`src/rtl/core/assert_macros.svh`:
```
// ----------------------------------------------------------------------------
// assert_macros.svh
// clocked assertion helpers shared by the rtl
// ----------------------------------------------------------------------------
`ifndef ASSERT_MACROS_SVH
`define ASSERT_MACROS_SVH

// property checked at every rising edge of clk outside reset
`define ASSERT_CLK(label, prop, msg) \
    label: assert property (@(posedge clk) disable iff (!rst_n) (prop)) else $error(msg);

// condition that must never hold outside reset
`define ASSERT_NEVER(label, cond, msg) \
    label: assert property (@(posedge clk) disable iff (!rst_n) !(cond)) else $error(msg);

`endif

```
`src/rtl/core/mts_pkg.sv`:
```
`timescale 1ns / 1ps
// ----------------------------------------------------------------------------
// mts_pkg
// types, codes and constants of the markov transition sampler
// ----------------------------------------------------------------------------
package mts_pkg;

    localparam int MAX_TRANSITIONS_DEF = 64;
    localparam int WEIGHT_BITS_DEF     = 16;
    localparam int MAX_STATES          = 16;
    localparam int LIM_W               = 9;
    localparam int DICE_W              = 16;
    localparam int MUL_CNT_W           = 4;

    localparam logic [1:0] REQ_ADD   = 2'd0;
    localparam logic [1:0] REQ_STEP  = 2'd1;
    localparam logic [1:0] REQ_CLEAR = 2'd2;

    localparam logic [2:0] ST_OK    = 3'd0;
    localparam logic [2:0] ST_DUP   = 3'd1;
    localparam logic [2:0] ST_RANGE = 3'd2;
    localparam logic [2:0] ST_FULL  = 3'd3;
    localparam logic [2:0] ST_STUCK = 3'd4;

    typedef struct packed {
        logic [1:0]  req_type;
        logic [3:0]  from_state;
        logic [3:0]  to_state;
        logic [15:0] weight;
        logic [15:0] dice;
    } req_t;

    typedef struct packed {
        logic [2:0] status;
        logic [3:0] current_state;
        logic       changed;
    } rsp_t;

    typedef enum logic [1:0] {
        MOVE_NONE,
        MOVE_LAST,
        MOVE_FOUND
    } move_t;

    typedef struct packed {
        logic       latch;
        logic       clear_tbl;
        logic       rd;
        logic       ev_add;
        logic       ev_sum;
        logic       ev_pick;
        logic       scan_reset;
        logic       mul_step;
        logic       commit_add;
        logic       finish;
        logic [2:0] status;
        move_t      move;
    } cmd_t;

    typedef struct packed {
        logic cnt_zero;
        logic scan_last;
        logic dup;
        logic range_bad;
        logic full;
        logic any_cand;
        logic total_zero;
        logic mul_last;
        logic hit;
    } stat_t;

endpackage

```
`src/rtl/core/mts_datapath.sv`:
```
`timescale 1ns / 1ps
// ----------------------------------------------------------------------------
// mts_datapath
// transition table, scan accumulators, serial multiplier and result register
// ----------------------------------------------------------------------------
module mts_datapath
    import mts_pkg::*;
#(
    parameter int MAX_TRANSITIONS = MAX_TRANSITIONS_DEF,
    parameter int WEIGHT_BITS     = WEIGHT_BITS_DEF
) (
    input  logic       clk,
    input  logic       rst_n,
    input  req_t       request,
    input  logic [4:0] cfg_data,
    input  logic       cfg_we,
    input  cmd_t       cmd,
    output stat_t      stat,
    output rsp_t       result
);

    localparam int AW  = (MAX_TRANSITIONS > 1) ? $clog2(MAX_TRANSITIONS) : 1;
    localparam int CW  = $clog2(MAX_TRANSITIONS + 1);
    localparam int TW  = WEIGHT_BITS + CW;
    localparam int TGW = TW + DICE_W;
    localparam int EW  = 8 + WEIGHT_BITS;
    localparam int WW  = (WEIGHT_BITS > 16) ? WEIGHT_BITS : 16;

    logic [EW-1:0]          mem [MAX_TRANSITIONS];
    logic [EW-1:0]          rd_data_reg;

    logic [CW-1:0]          count_reg;
    logic [3:0]             present_reg;
    logic [4:0]             num_states_reg;

    req_t                   req_reg;
    logic [CW-1:0]          idx_reg;
    logic                   dup_reg;
    logic                   any_reg;
    logic [TW-1:0]          total_reg;
    logic [TW-1:0]          cum_reg;
    logic [TGW-1:0]         target_reg;
    logic [DICE_W-1:0]      mcand_reg;
    logic [MUL_CNT_W-1:0]   mul_cnt_reg;
    logic [3:0]             last_dst_reg;
    logic [3:0]             found_dst_reg;
    rsp_t                   result_reg;

    logic [3:0]             rd_src;
    logic [3:0]             rd_dst;
    logic [WEIGHT_BITS-1:0] rd_wgt;
    logic                   src_match;
    logic [TW-1:0]          cum_next;
    logic [TGW-1:0]         cum_shift;
    logic [LIM_W-1:0]       lim;
    logic [WW-1:0]          w_ext;
    logic [WW-1:0]          w_max;
    logic [WW-1:0]          w_sat;
    logic [3:0]             new_state;

    assign rd_src    = rd_data_reg[EW-1 -: 4];
    assign rd_dst    = rd_data_reg[EW-5 -: 4];
    assign rd_wgt    = rd_data_reg[WEIGHT_BITS-1:0];
    assign src_match = (rd_src == present_reg);
    assign cum_next  = cum_reg + TW'(rd_wgt);
    assign cum_shift = {cum_next, {DICE_W{1'b0}}};

    assign lim = ({{(LIM_W-5){1'b0}}, num_states_reg} > LIM_W'(MAX_STATES))
               ? LIM_W'(MAX_STATES) : {{(LIM_W-5){1'b0}}, num_states_reg};

    assign w_ext = WW'(req_reg.weight);
    assign w_max = WW'({WEIGHT_BITS{1'b1}});
    assign w_sat = (w_ext > w_max) ? w_max : w_ext;

    always_comb
    begin
        case (cmd.move)
            MOVE_LAST:  new_state = last_dst_reg;
            MOVE_FOUND: new_state = found_dst_reg;
            default:    new_state = present_reg;
        endcase
    end

    assign stat.cnt_zero   = (count_reg == '0);
    assign stat.scan_last  = ((idx_reg + CW'(1)) == count_reg);
    assign stat.dup        = dup_reg;
    assign stat.range_bad  = ({{(LIM_W-4){1'b0}}, req_reg.from_state} >= lim)
                          || ({{(LIM_W-4){1'b0}}, req_reg.to_state} >= lim);
    assign stat.full       = (count_reg == CW'(MAX_TRANSITIONS));
    assign stat.any_cand   = any_reg;
    assign stat.total_zero = (total_reg == '0);
    assign stat.mul_last   = (mul_cnt_reg == {MUL_CNT_W{1'b1}});
    assign stat.hit        = src_match && (cum_shift >= target_reg);

    assign result = result_reg;

    // table storage
    always_ff @(posedge clk)
    begin
        if (cmd.commit_add)
        begin
            mem[count_reg[AW-1:0]] <= {req_reg.from_state, req_reg.to_state,
                                       w_sat[WEIGHT_BITS-1:0]};
        end
        if (cmd.rd)
        begin
            rd_data_reg <= mem[idx_reg[AW-1:0]];
        end
    end

    // control state
    always_ff @(posedge clk or negedge rst_n)
    begin
        if (!rst_n)
        begin
            count_reg      <= '0;
            present_reg    <= '0;
            num_states_reg <= 5'd1;
        end
        else
        begin
            if (cfg_we)
            begin
                num_states_reg <= cfg_data;
            end
            if (cmd.clear_tbl)
            begin
                count_reg <= '0;
            end
            else if (cmd.commit_add)
            begin
                count_reg <= count_reg + CW'(1);
            end
            if (cmd.finish)
            begin
                present_reg <= new_state;
            end
        end
    end

    // scan and arithmetic registers
    always_ff @(posedge clk)
    begin
        if (cmd.latch)
        begin
            req_reg     <= request;
            idx_reg     <= '0;
            dup_reg     <= 1'b0;
            any_reg     <= 1'b0;
            total_reg   <= '0;
            cum_reg     <= '0;
            target_reg  <= '0;
            mcand_reg   <= request.dice;
            mul_cnt_reg <= '0;
        end
        if (cmd.scan_reset)
        begin
            idx_reg <= '0;
        end
        if (cmd.ev_add)
        begin
            idx_reg <= idx_reg + CW'(1);
            if (rd_src == req_reg.from_state && rd_dst == req_reg.to_state)
            begin
                dup_reg <= 1'b1;
            end
        end
        if (cmd.ev_sum)
        begin
            idx_reg <= idx_reg + CW'(1);
            if (src_match)
            begin
                total_reg    <= total_reg + TW'(rd_wgt);
                any_reg      <= 1'b1;
                last_dst_reg <= rd_dst;
            end
        end
        if (cmd.mul_step)
        begin
            // msb first shift and add
            target_reg  <= {target_reg[TGW-2:0], 1'b0}
                         + (mcand_reg[DICE_W-1] ? TGW'(total_reg) : '0);
            mcand_reg   <= {mcand_reg[DICE_W-2:0], 1'b0};
            mul_cnt_reg <= mul_cnt_reg + MUL_CNT_W'(1);
        end
        if (cmd.ev_pick)
        begin
            idx_reg <= idx_reg + CW'(1);
            if (src_match)
            begin
                cum_reg       <= cum_next;
                found_dst_reg <= rd_dst;
            end
        end
        if (cmd.finish)
        begin
            result_reg.status        <= cmd.status;
            result_reg.current_state <= new_state;
            result_reg.changed       <= (cmd.move != MOVE_NONE);
        end
    end

endmodule

```
`src/rtl/core/mts_ctrl.sv`:
```
`timescale 1ns / 1ps
// ----------------------------------------------------------------------------
// mts_ctrl
// request sequencer of the markov transition sampler
// ----------------------------------------------------------------------------
module mts_ctrl
    import mts_pkg::*;
(
    input  logic       clk,
    input  logic       rst_n,
    input  logic       start,
    input  logic [1:0] req_type,
    input  stat_t      stat,
    output cmd_t       cmd,
    output logic       busy,
    output logic       done
);

    typedef enum logic [3:0] {
        S_IDLE,
        S_ADD_RD,
        S_ADD_EV,
        S_ADD_CHK,
        S_SUM_RD,
        S_SUM_EV,
        S_SUM_CHK,
        S_MUL,
        S_PICK_RD,
        S_PICK_EV,
        S_FINISH
    } state_t;

    state_t     state_reg;
    state_t     state_next;
    logic [2:0] code_reg;
    logic [2:0] code_next;
    move_t      move_reg;
    move_t      move_next;
    logic       done_reg;

    assign busy = (state_reg != S_IDLE);
    assign done = done_reg;

    always_comb
    begin
        cmd        = '0;
        cmd.move   = MOVE_NONE;
        state_next = state_reg;
        code_next  = code_reg;
        move_next  = move_reg;
        case (state_reg)
            S_IDLE:
            begin
                if (start)
                begin
                    cmd.latch  = 1'b1;
                    code_next  = ST_OK;
                    move_next  = MOVE_NONE;
                    state_next = S_FINISH;
                    case (req_type)
                        REQ_ADD:   state_next = stat.cnt_zero ? S_ADD_CHK : S_ADD_RD;
                        REQ_STEP:
                        begin
                            if (stat.cnt_zero)
                            begin
                                code_next = ST_STUCK;
                            end
                            else
                            begin
                                state_next = S_SUM_RD;
                            end
                        end
                        REQ_CLEAR: cmd.clear_tbl = 1'b1;
                        default:   state_next = S_FINISH;
                    endcase
                end
            end
            S_ADD_RD:
            begin
                cmd.rd     = 1'b1;
                state_next = S_ADD_EV;
            end
            S_ADD_EV:
            begin
                cmd.ev_add = 1'b1;
                state_next = stat.scan_last ? S_ADD_CHK : S_ADD_RD;
            end
            S_ADD_CHK:
            begin
                state_next = S_FINISH;
                if (stat.dup)
                begin
                    code_next = ST_DUP;
                end
                else if (stat.range_bad)
                begin
                    code_next = ST_RANGE;
                end
                else if (stat.full)
                begin
                    code_next = ST_FULL;
                end
                else
                begin
                    code_next      = ST_OK;
                    cmd.commit_add = 1'b1;
                end
            end
            S_SUM_RD:
            begin
                cmd.rd     = 1'b1;
                state_next = S_SUM_EV;
            end
            S_SUM_EV:
            begin
                cmd.ev_sum = 1'b1;
                state_next = stat.scan_last ? S_SUM_CHK : S_SUM_RD;
            end
            S_SUM_CHK:
            begin
                cmd.scan_reset = 1'b1;
                if (!stat.any_cand)
                begin
                    code_next  = ST_STUCK;
                    state_next = S_FINISH;
                end
                else if (stat.total_zero)
                begin
                    move_next  = MOVE_LAST;
                    state_next = S_FINISH;
                end
                else
                begin
                    state_next = S_MUL;
                end
            end
            S_MUL:
            begin
                cmd.mul_step = 1'b1;
                if (stat.mul_last)
                begin
                    state_next = S_PICK_RD;
                end
            end
            S_PICK_RD:
            begin
                cmd.rd     = 1'b1;
                state_next = S_PICK_EV;
            end
            S_PICK_EV:
            begin
                cmd.ev_pick = 1'b1;
                if (stat.hit)
                begin
                    move_next  = MOVE_FOUND;
                    state_next = S_FINISH;
                end
                else if (stat.scan_last)
                begin
                    move_next  = MOVE_LAST;
                    state_next = S_FINISH;
                end
                else
                begin
                    state_next = S_PICK_RD;
                end
            end
            S_FINISH:
            begin
                cmd.finish = 1'b1;
                cmd.status = code_reg;
                cmd.move   = move_reg;
                state_next = S_IDLE;
            end
            default:
            begin
                state_next = S_IDLE;
            end
        endcase
    end

    always_ff @(posedge clk or negedge rst_n)
    begin
        if (!rst_n)
        begin
            state_reg <= S_IDLE;
            code_reg  <= ST_OK;
            move_reg  <= MOVE_NONE;
            done_reg  <= 1'b0;
        end
        else
        begin
            state_reg <= state_next;
            code_reg  <= code_next;
            move_reg  <= move_next;
            done_reg  <= (state_reg == S_FINISH);
        end
    end

endmodule

```
`src/rtl/core/markov_transition_sampler.sv`:
```
`timescale 1ns / 1ps
// ----------------------------------------------------------------------------
// markov_transition_sampler
// weighted transition table with roulette wheel step
// ----------------------------------------------------------------------------
// One request at a time: start is taken while busy is low, and the result
// appears in the cycle after the last internal step, with done high for
// exactly one cycle; the receiver cannot stall it, so it must capture the
// result whenever done is high. The table sits in a single-port memory that
// a scan reads in alternating read and evaluate steps: add makes one pass
// over the table, clear none, and step makes a sum pass over the table,
// a shift-add multiply of dice by the total, then a cumulative pass that
// stops at the chosen entry. A new start may be given in the same cycle
// that done is shown. num_states is written through cfg while busy is low.
// ----------------------------------------------------------------------------
`include "assert_macros.svh"

module markov_transition_sampler
    import mts_pkg::*;
#(
    parameter int MAX_TRANSITIONS = MAX_TRANSITIONS_DEF,
    parameter int WEIGHT_BITS     = WEIGHT_BITS_DEF
) (
    input  logic       clk,
    input  logic       rst_n,
    input  logic       start,
    output logic       busy,
    input  req_t       request,
    output logic       done,
    output rsp_t       result,
    input  logic       cfg_valid,
    output logic       cfg_ready,
    input  logic [4:0] cfg_data
);

    cmd_t  cmd;
    stat_t stat;

    assign cfg_ready = !busy;

    mts_ctrl u_ctrl (
        .clk      (clk),
        .rst_n    (rst_n),
        .start    (start),
        .req_type (request.req_type),
        .stat     (stat),
        .cmd      (cmd),
        .busy     (busy),
        .done     (done)
    );

    mts_datapath #(
        .MAX_TRANSITIONS (MAX_TRANSITIONS),
        .WEIGHT_BITS     (WEIGHT_BITS)
    ) u_datapath (
        .clk      (clk),
        .rst_n    (rst_n),
        .request  (request),
        .cfg_data (cfg_data),
        .cfg_we   (cfg_valid && cfg_ready),
        .cmd      (cmd),
        .stat     (stat),
        .result   (result)
    );

    `ASSERT_CLK(a_start_goes_busy, (start && !busy) |=> busy, "accepted request did not go busy")
    `ASSERT_CLK(a_done_after_busy, done |-> $past(busy), "result strobe without a request in flight")
    `ASSERT_CLK(a_changed_is_ok, (done && result.changed) |-> (result.status == ST_OK), "move reported with failing status")
    `ASSERT_NEVER(a_done_twice, done && $past(done), "result strobe held over two cycles")

endmodule

```
`config.mk`:
```
export PLATFORM = sky130hd
export DESIGN_NAME = markov_transition_sampler
export DESIGN_NICKNAME = d
export VERILOG_FILES = /design/src/rtl/core/mts_pkg.sv /design/src/rtl/core/mts_datapath.sv /design/src/rtl/core/mts_ctrl.sv /design/src/rtl/core/markov_transition_sampler.sv
export VERILOG_INCLUDE_DIRS = /design/src /design/src/rtl/core
export SDC_FILE = /design/constraint.sdc
export NUM_CORES = 2
export LEC_CHECK = 0
export BUFFER_PORTS_ARGS = -buffer_cell sky130_fd_sc_hd__buf_2
export CAP_MARGIN = 20
export CORE_MARGIN = 1
export CORE_UTILIZATION = 50
export CTS_CLUSTER_DIAMETER = 50
export DETAILED_ROUTE_END_ITERATION = 10
export PLACE_DENSITY = 0.73
export SETUP_SLACK_MARGIN = 0.4
export SYNTH_ARGS = -nofsm -noshare
export SYNTH_HDL_FRONTEND = slang
export SYNTH_SLANG_ARGS = --single-unit
```
`constraint.sdc`:
```
create_clock -name clk -period 10.8 [get_ports clk]
set_input_delay 1.08 -clock clk [delete_from_list [all_inputs] [get_ports clk]]
set_output_delay 1.08 -clock clk [all_outputs]
set_load 0.005 [all_outputs]
```
# After elaboration in Yosys (flattened, before gate mapping)
# Memory sizes are Yosys's and may differ from the RTL's. A register that Yosys moved wholly into a read port is not among the register bits.
# Index checks and enable logic that the tools add are counted.
[word_totals]
mem_bits_ro = 0
mem_bits_rw = 1536
n_memories = 1
ff_bits = 180
latch_bits = 0
[op_classes]
bitwise_logic = 0
addsub = 6
n_shift = 0
n_reduce_logical = 22
multipliers = 0
n_mux = 71
n_eq_ne = 26
order_cmp = 5
div = 0
[memory_table]
columns = ["memory", "words", "word_bits", "rd", "rd_clocked_by_memory_dff", "write_ports", "line_no", "rtl"]
rows = [
  ["u_datapath.mem", 64, 24, 1, 1, 1, "mts_datapath.sv:29", "logic [EW-1:0] mem [MAX_TRANSITIONS];"],
]
[ops]
columns = ["operator", "count"]
rows = [
  ["23-bit two-way mux", 7],
  ["39-bit two-way mux", 2],
  ["7-bit two-way mux", 7],
  ["16-bit two-way mux", 3],
  ["23-bit by 16-bit adder with 23-bit output", 2],
  ["4-bit case mux with 10 select lines", 1],
  ["39-bit adder", 1],
  ["39-bit greater-or-equal comparator", 1],
  ["4-bit two-way mux", 8],
  ["2-bit two-way mux", 13],
  ["23-bit zero test", 1],
  ["1-bit two-way mux", 19],
  ["4-bit by 9-bit greater-or-equal comparator with 1-bit output", 2],
  ["4-bit by 3-bit equality test with 1-bit output (second input constant)", 4],
  ["4-bit equality test (second input constant)", 4],
  ["16-bit greater-than comparator (second input constant)", 1],
  ["4-bit case mux with 2 select lines", 2],
  ["3-bit two-way mux", 5],
  ["7-bit by 1-bit adder with 7-bit output (second input constant)", 2],
  ["4-bit equality test", 3],
  ["3-bit case mux with 3 select lines", 1],
  ["4-bit by 2-bit equality test with 1-bit output (second input constant)", 2],
  ["2-bit inequality test (second input constant)", 4],
  ["7-bit equality test", 1],
  ["other kinds (25)", 34],
]

# Depth between registers and ports, before layout
[logic_depth]
ltp_word = 9
depth_mapped = 16
ltp_nobuf = 16

# Modules after synthesis
# From an unflattened synthesis, not the netlist that was laid out.
[unflattened]
cells_unflattened = 4237
area_unflattened_um2 = 71956.5
[modules_own_cells]
columns = ["mod", "cells_per_inst", "n_inst", "seq_area_each_um2", "area_per_inst_um2"]
rows = [
  ["mts_datapath", 4132, 1, 51380.5, 71119.5],
  ["mts_ctrl", 103, 1, 250.2, 827.0],
  ["markov_transition_sampler", 2, 1, 0.0, 10.0],
]

# Least setup slack after synthesis
# Ideal clock, no wire load.
[synth_path]
path_type = "register -> register"
startpoint = "register u_datapath.req_reg[36] (netlist bit)"
endpoint = "memory u_datapath.mem[26][0] (netlist bit) (enable)"
setup_slack_ps = 5623
n_path_buf = 1
path_stages_with_launch = 11
arrival_ps = 4742
synth_period_minus_slack_ps = 5177
cell_sequence = "edfxtp_1 > inv_1 > ha_1 > nand2b_1 > a21o_1 > a21oi_1 > o221ai_1 > a21oi_1 > nand4_1 > clkbuf_1 > nor3_1"
[synth_between]
elab_chain_cells = 7
[synth_rtl]
columns = ["element", "line_no", "rtl"]
rows = [
  ["from (decl)", "mts_datapath.sv:36", "req_t req_reg;"],
  ["from (signal assigned)", "mts_datapath.sv:146", "req_reg <= request;"],
  ["4-bit by 9-bit greater-or-equal comparator with 1-bit output", "mts_datapath.sv:87", "assign stat.range_bad = ({{(LIM_W-4){1'b0}}, req_reg.from_state} >= lim)"],
  ["1-bit logical OR", "mts_datapath.sv:88", "|| ({{(LIM_W-4){1'b0}}, req_reg.to_state} >= lim);"],
  ["1-bit two-way mux", "mts_ctrl.sv:95", "else if (stat.range_bad)"],
  ["1-bit two-way mux", "mts_ctrl.sv:91", "if (stat.dup)"],
  ["1-bit two-way mux", "mts_ctrl.sv:51", "case (state_reg)"],
  ["1-bit two-way mux", "mts_datapath.sv:100", "if (cmd.commit_add)"],
  ["1-bit two-way mux (not written as such)", "mts_datapath.sv:102", "mem[count_reg[AW-1:0]] <= {req_reg.from_state, req_reg.to_state,"],
  ["to (decl)", "mts_datapath.sv:29", ""],
]
# Every way passes these cells.

# Worst setup path in the final report
[layout_path]
startpoint = "register u_datapath.rd_data_reg[0] (read register of u_datapath.mem)"
endpoint = "register u_ctrl.move_reg[1]"
[layout_between]
elab_chain_cells = 5
word_cells_on_any_way = 7
classes_between = "add/sub: 1; order compare: 1; eq/ne: 1; mux: 2; reduce/logical: 2"
[layout_rtl]
columns = ["element", "line_no", "rtl"]
rows = [
  ["from (decl)", "mts_datapath.sv:30", "logic [EW-1:0] rd_data_reg;"],
  ["23-bit by 16-bit adder with 23-bit output *", "mts_datapath.sv:65", "assign cum_next = cum_reg + TW'(rd_wgt);"],
  ["39-bit greater-or-equal comparator *", "mts_datapath.sv:93", "assign stat.hit = src_match && (cum_shift >= target_reg);"],
  ["1-bit logical AND *", "mts_datapath.sv:93", ""],
  ["3-bit by 2-bit inequality test with 1-bit output (no line) / 2-bit two-way mux (equally long branches)", "-", ""],
  ["5-bit AND reduction (no line) / 2-bit case mux with 3 select lines (equally long branches)", "-", ""],
  ["to (signal assigned)", "mts_ctrl.sv:195", "move_reg <= move_next;"],
  ["to (decl)", "mts_ctrl.sv:37", "move_t move_reg;"],
]
# Mark *: on every way between the ends. The rest lies on a longest branch, timed or not.
# A chain may end at the register's enable or synchronous reset.

==> results_dict.tcl <==
set metrics [dict create \
    outcome "finished clean" \
    yosys-top-cells-area "edfxtp_1 (71%), mux4_2 (16%), ha_1 (1.6%), dfxtp_1 (1.4%), dfrtp_1 (0.89%)" \
    die-area_um2 143000 \
    hold_viol 0 \
    drv_slew 0 \
    met2_length_um 81000 \
    die_y_um 378 \
    switching_power_mw 2.61 \
    cts_tree "built" \
    combPwrFrac_pct 0.1 \
    grt_setup_unrepaired "no" \
    highest_layer "met5" \
    fin_worst_skew_ns 0.0590 \
    path_max_fanout 7 \
    required_ns 11.43 \
    crit_path_frequent_cell "a21o_1" \
    grt_max_degree 138 \
    hold_ws_ns 0.326 \
    fin_crit_ns 5.34 \
    tns_ns 0 \
    antenna_found_initial 10 \
    p_seq_share_pct 55.2 \
    tightest_slew_ns 1.14 \
    yosysUniqueCellTypes 77 \
    grt_pass1_vias 35200 \
    cp_num_buf_inv 0 \
    yosys.area_share.simple_pct 3.53 \
    die_x_um 378 \
    cp_top_family "compound AO/OA/AOI/OAI gates" \
    wl_um 171000 \
    hold_class "in -> async" \
    start_kind "register" \
    ant_nets 0 \
    cp.arrival_ns 5.97 \
    postSynth.asyncResetShare_pct 1.49 \
    synth_edf_count 1665 \
    synthMuxAreaShare_pct 16.5 \
    remaining_drc_errors 0 \
    maxCapViolCount 0 \
    hpwl_um 97500 \
    met1_length_um 66600 \
    start_util_pct 50.5 \
    yosysSeqAreaShare_pct 73.1 \
    grt.overflow.total 0 \
    cellLeakagePower_nw 25.0 \
    r2r_cells 16 \
    synth_fp_nets 3642 \
    period_share_pct 49.4 \
    globalRouteTotalUtil_pct 24.3 \
    peakVddDrop_uv 147 \
    wl_per_cell_um 30.0 \
    synth-compound-area-share_pct 2.87 \
    intPower_mw 10.6 \
    drive_gt1_share_pct 26.6 \
    pin_count 62 \
    synth_top_family_by_area "multiplexers" \
    synthFlopType "edfxtp_1" \
    yosysTopAreaCell "edfxtp_1" \
    endpoint_kind "register" \
    drt-initial-drc-count 4102 \
    clkPwrFrac_pct 44.7 \
    swShare_pct 19.8 \
    yosys.area_share.xor_xnor_pct 0.890 \
    cts_setup_buffers 0 \
    avgSynthCellArea_um2 20.2 \
    largest_reg_flops 1536 \
    via_per_inst 6.28 \
    cp_slowest_cell "o21ai_0" \
    max_freq_mhz 187 \
    cts_hold_buf 0 \
    num_rows 137 \
    critical_path.cell_chain "ha_1 > fa_1 > a21o_1 > and4_1 > nor4_1 > nor3_1 > nor2_1 > nor2_1 > xor2_1 > ha_1 > a21o_1 > a21o_1 > a21oi_1 > o211ai_1 > o21ai_0 > o21ai_0" \
    core_um2 140000 \
    cts_inserted_buffers 175 \
    clkTransAtPathRegs_ns 0.06 \
    setup_viol 0 \
    grt_pass1_wl_um 246000 \
    netlist_area_um2 70600 \
    slew-limit-headroom_pct 24.1 \
    area_growth_pct 12.3 \
    critical-path-max-stage-delay_ns 0.72 \
    ys_warn_count 0 \
    path_depth 16 \
    htreeDepth 4 \
    first_pass_iters 5 \
    synthDominantCellAreaShare_pct 70.8 \
    p_per_area_nw_per_um2 166 \
    finish.net_count 3822 \
    cts_root_buffer "clkbuf_16" \
    critical_path_class "reg -> reg" \
    gp_congestion 0.927 \
    vias 35800 \
    netlist_instances 3496 \
    wl_met3_um 17400 \
    post_synth_fa_ha_maj_area_fraction_pct 1.72 \
    cts_resized 0 \
    cts.sinks 1740 \
    clkLatencyLatePin_ns 0.82 \
    ys_ff_latch 1740 \
    clk_path_buf_depth 3 \
    io_buffers 61 \
]
power by group through the flow:
stage | Clock (mW) | Combinational [mW] | Sequential [mW]
global placement | 0 | 0.0149 | 7.42
detailed placement | 0 | 0.0150 | 7.42
floorplan | 0 | 0.000581 | 7.42
finish | 5.90 | 0.0151 | 7.28
global route | 6.23 | 0.0163 | 7.27
CTS | 5.96 | 0.0151 | 7.28
cells in the mapped netlist (40+ instances only):
| library cell | instances |
|---|---|
| mux4_2 | 504 |
| a21o_1 | 40 |
| inv_1 | 63 |
| nor3_1 | 52 |
| clkbuf_1 | 95 |
| nand3_1 | 60 |
| nand2_1 | 132 |
| ha_1 | 92 |
| o21ai_0 | 59 |
| a21oi_1 | 78 |
| edfxtp_1 | 1665 |
| nor2_1 | 138 |
| dfxtp_1 | 49 |
layout by cell type, fill, tap and decap left out, types with 61 or more instances in the layout:
| cell type | instances |
|---|---|
| a21oi_1 | 78 |
| buf_2 | 61 |
| buf_4 | 103 |
| clkbuf_16 | 178 |
| edfxtp_1 | 1665 |
| ha_1 | 92 |
| inv_1 | 63 |
| mux4_2 | 504 |
| nand2_1 | 130 |
| nor2_1 | 88 |
final timing paths:
| check | from | endpoint | slack (ns) |
|---|---|---|---|
| worst max register to register | u_datapath.rd_data_reg[0]$_DFFE_PP_ | u_ctrl.move_reg[1]$_DFFE_PN0P_ | 5.46 |
| worst min register to register | u_datapath.cum_reg[5]$_DFF_P_ | u_datapath.cum_reg[5]$_DFF_P_ | 0.46 |
| max in group asynchronous | rst_n | u_datapath.count_reg[4]$_DFFE_PN0P_ | 9.99 |
| min in group clk | request[30] | u_datapath.w_ext[14]$_DFFE_PP_ | 0.43 |
| worst max-delay path | u_datapath.rd_data_reg[0]$_DFFE_PP_ | u_ctrl.move_reg[1]$_DFFE_PN0P_ | 5.46 |
| worst min-delay path | rst_n | u_ctrl.state_reg[3]$_DFFE_PN0P_ | 0.33 |
kinds of logic (layout without fill, tap and decap cells):
kind of cell / after synthesis / after routing
other: 0 / 4
multiplexers: 531 / 531
flip-flops: 1740 / 1740
XOR/XNOR: 70 / 70
adder cells (fa/ha/maj): 95 / 95
buffers and inverters: 232 / 552
AND/OR/NAND/NOR: 523 / 523
AO/OA/AOI/OAI: 305 / 305
per-stage QoR:
stage	instance area (um^2)	std cells	util, %	setup WS (ns)	total power [mW]
3_5_place_dp	73600	5373	52.6	5.50	7.44
2_1_floorplan	70600	3496	-	5.62	7.42
5_1_grt	79300	5692	56.7	5.21	13.5
3_3_place_gp	73600	5373	52.6	5.51	7.44
6_report	79300	5696	56.7	5.46	13.2
4_1_cts	79200	5690	56.6	5.51	13.3
worst register-to-register path, delay by kind of cell (launching register included):
| kind | cells | cell delay (ns) |
|---|---|---|
| adders and majority gates | 3 | 1.06 |
| DFF | 1 | 0.67 |
| xor gates and xnor gates | 1 | 0.16 |
| AOI/OAI and AO/OA | 7 | 1.80 |
| and+or+nand+nor | 5 | 1.47 |
per-layer routing:
metal / vias to the layer above / GRT usage [%]
met4: 10 / 8.78
met3: 285 / 5.78
met5: - / 0
met1: 18700 / 33.6
li1: 14900 / -
met2: 1911 / 37.9
cell type report:
class                           instances  area, um^2
Antenna cell                            4        10.0
Clock buffer                          211        4580
Clock inverter                        106        1020
Fill cell                           10100       60600
Inverter                               65         244
Multi-Input combinational cell       1524       18200
Sequential cell                      1740       51600
Tap cell                             1876        2350
Timing Repair Buffer                  170        1200
Note: power is estimated with default switching activity, not from simulation.
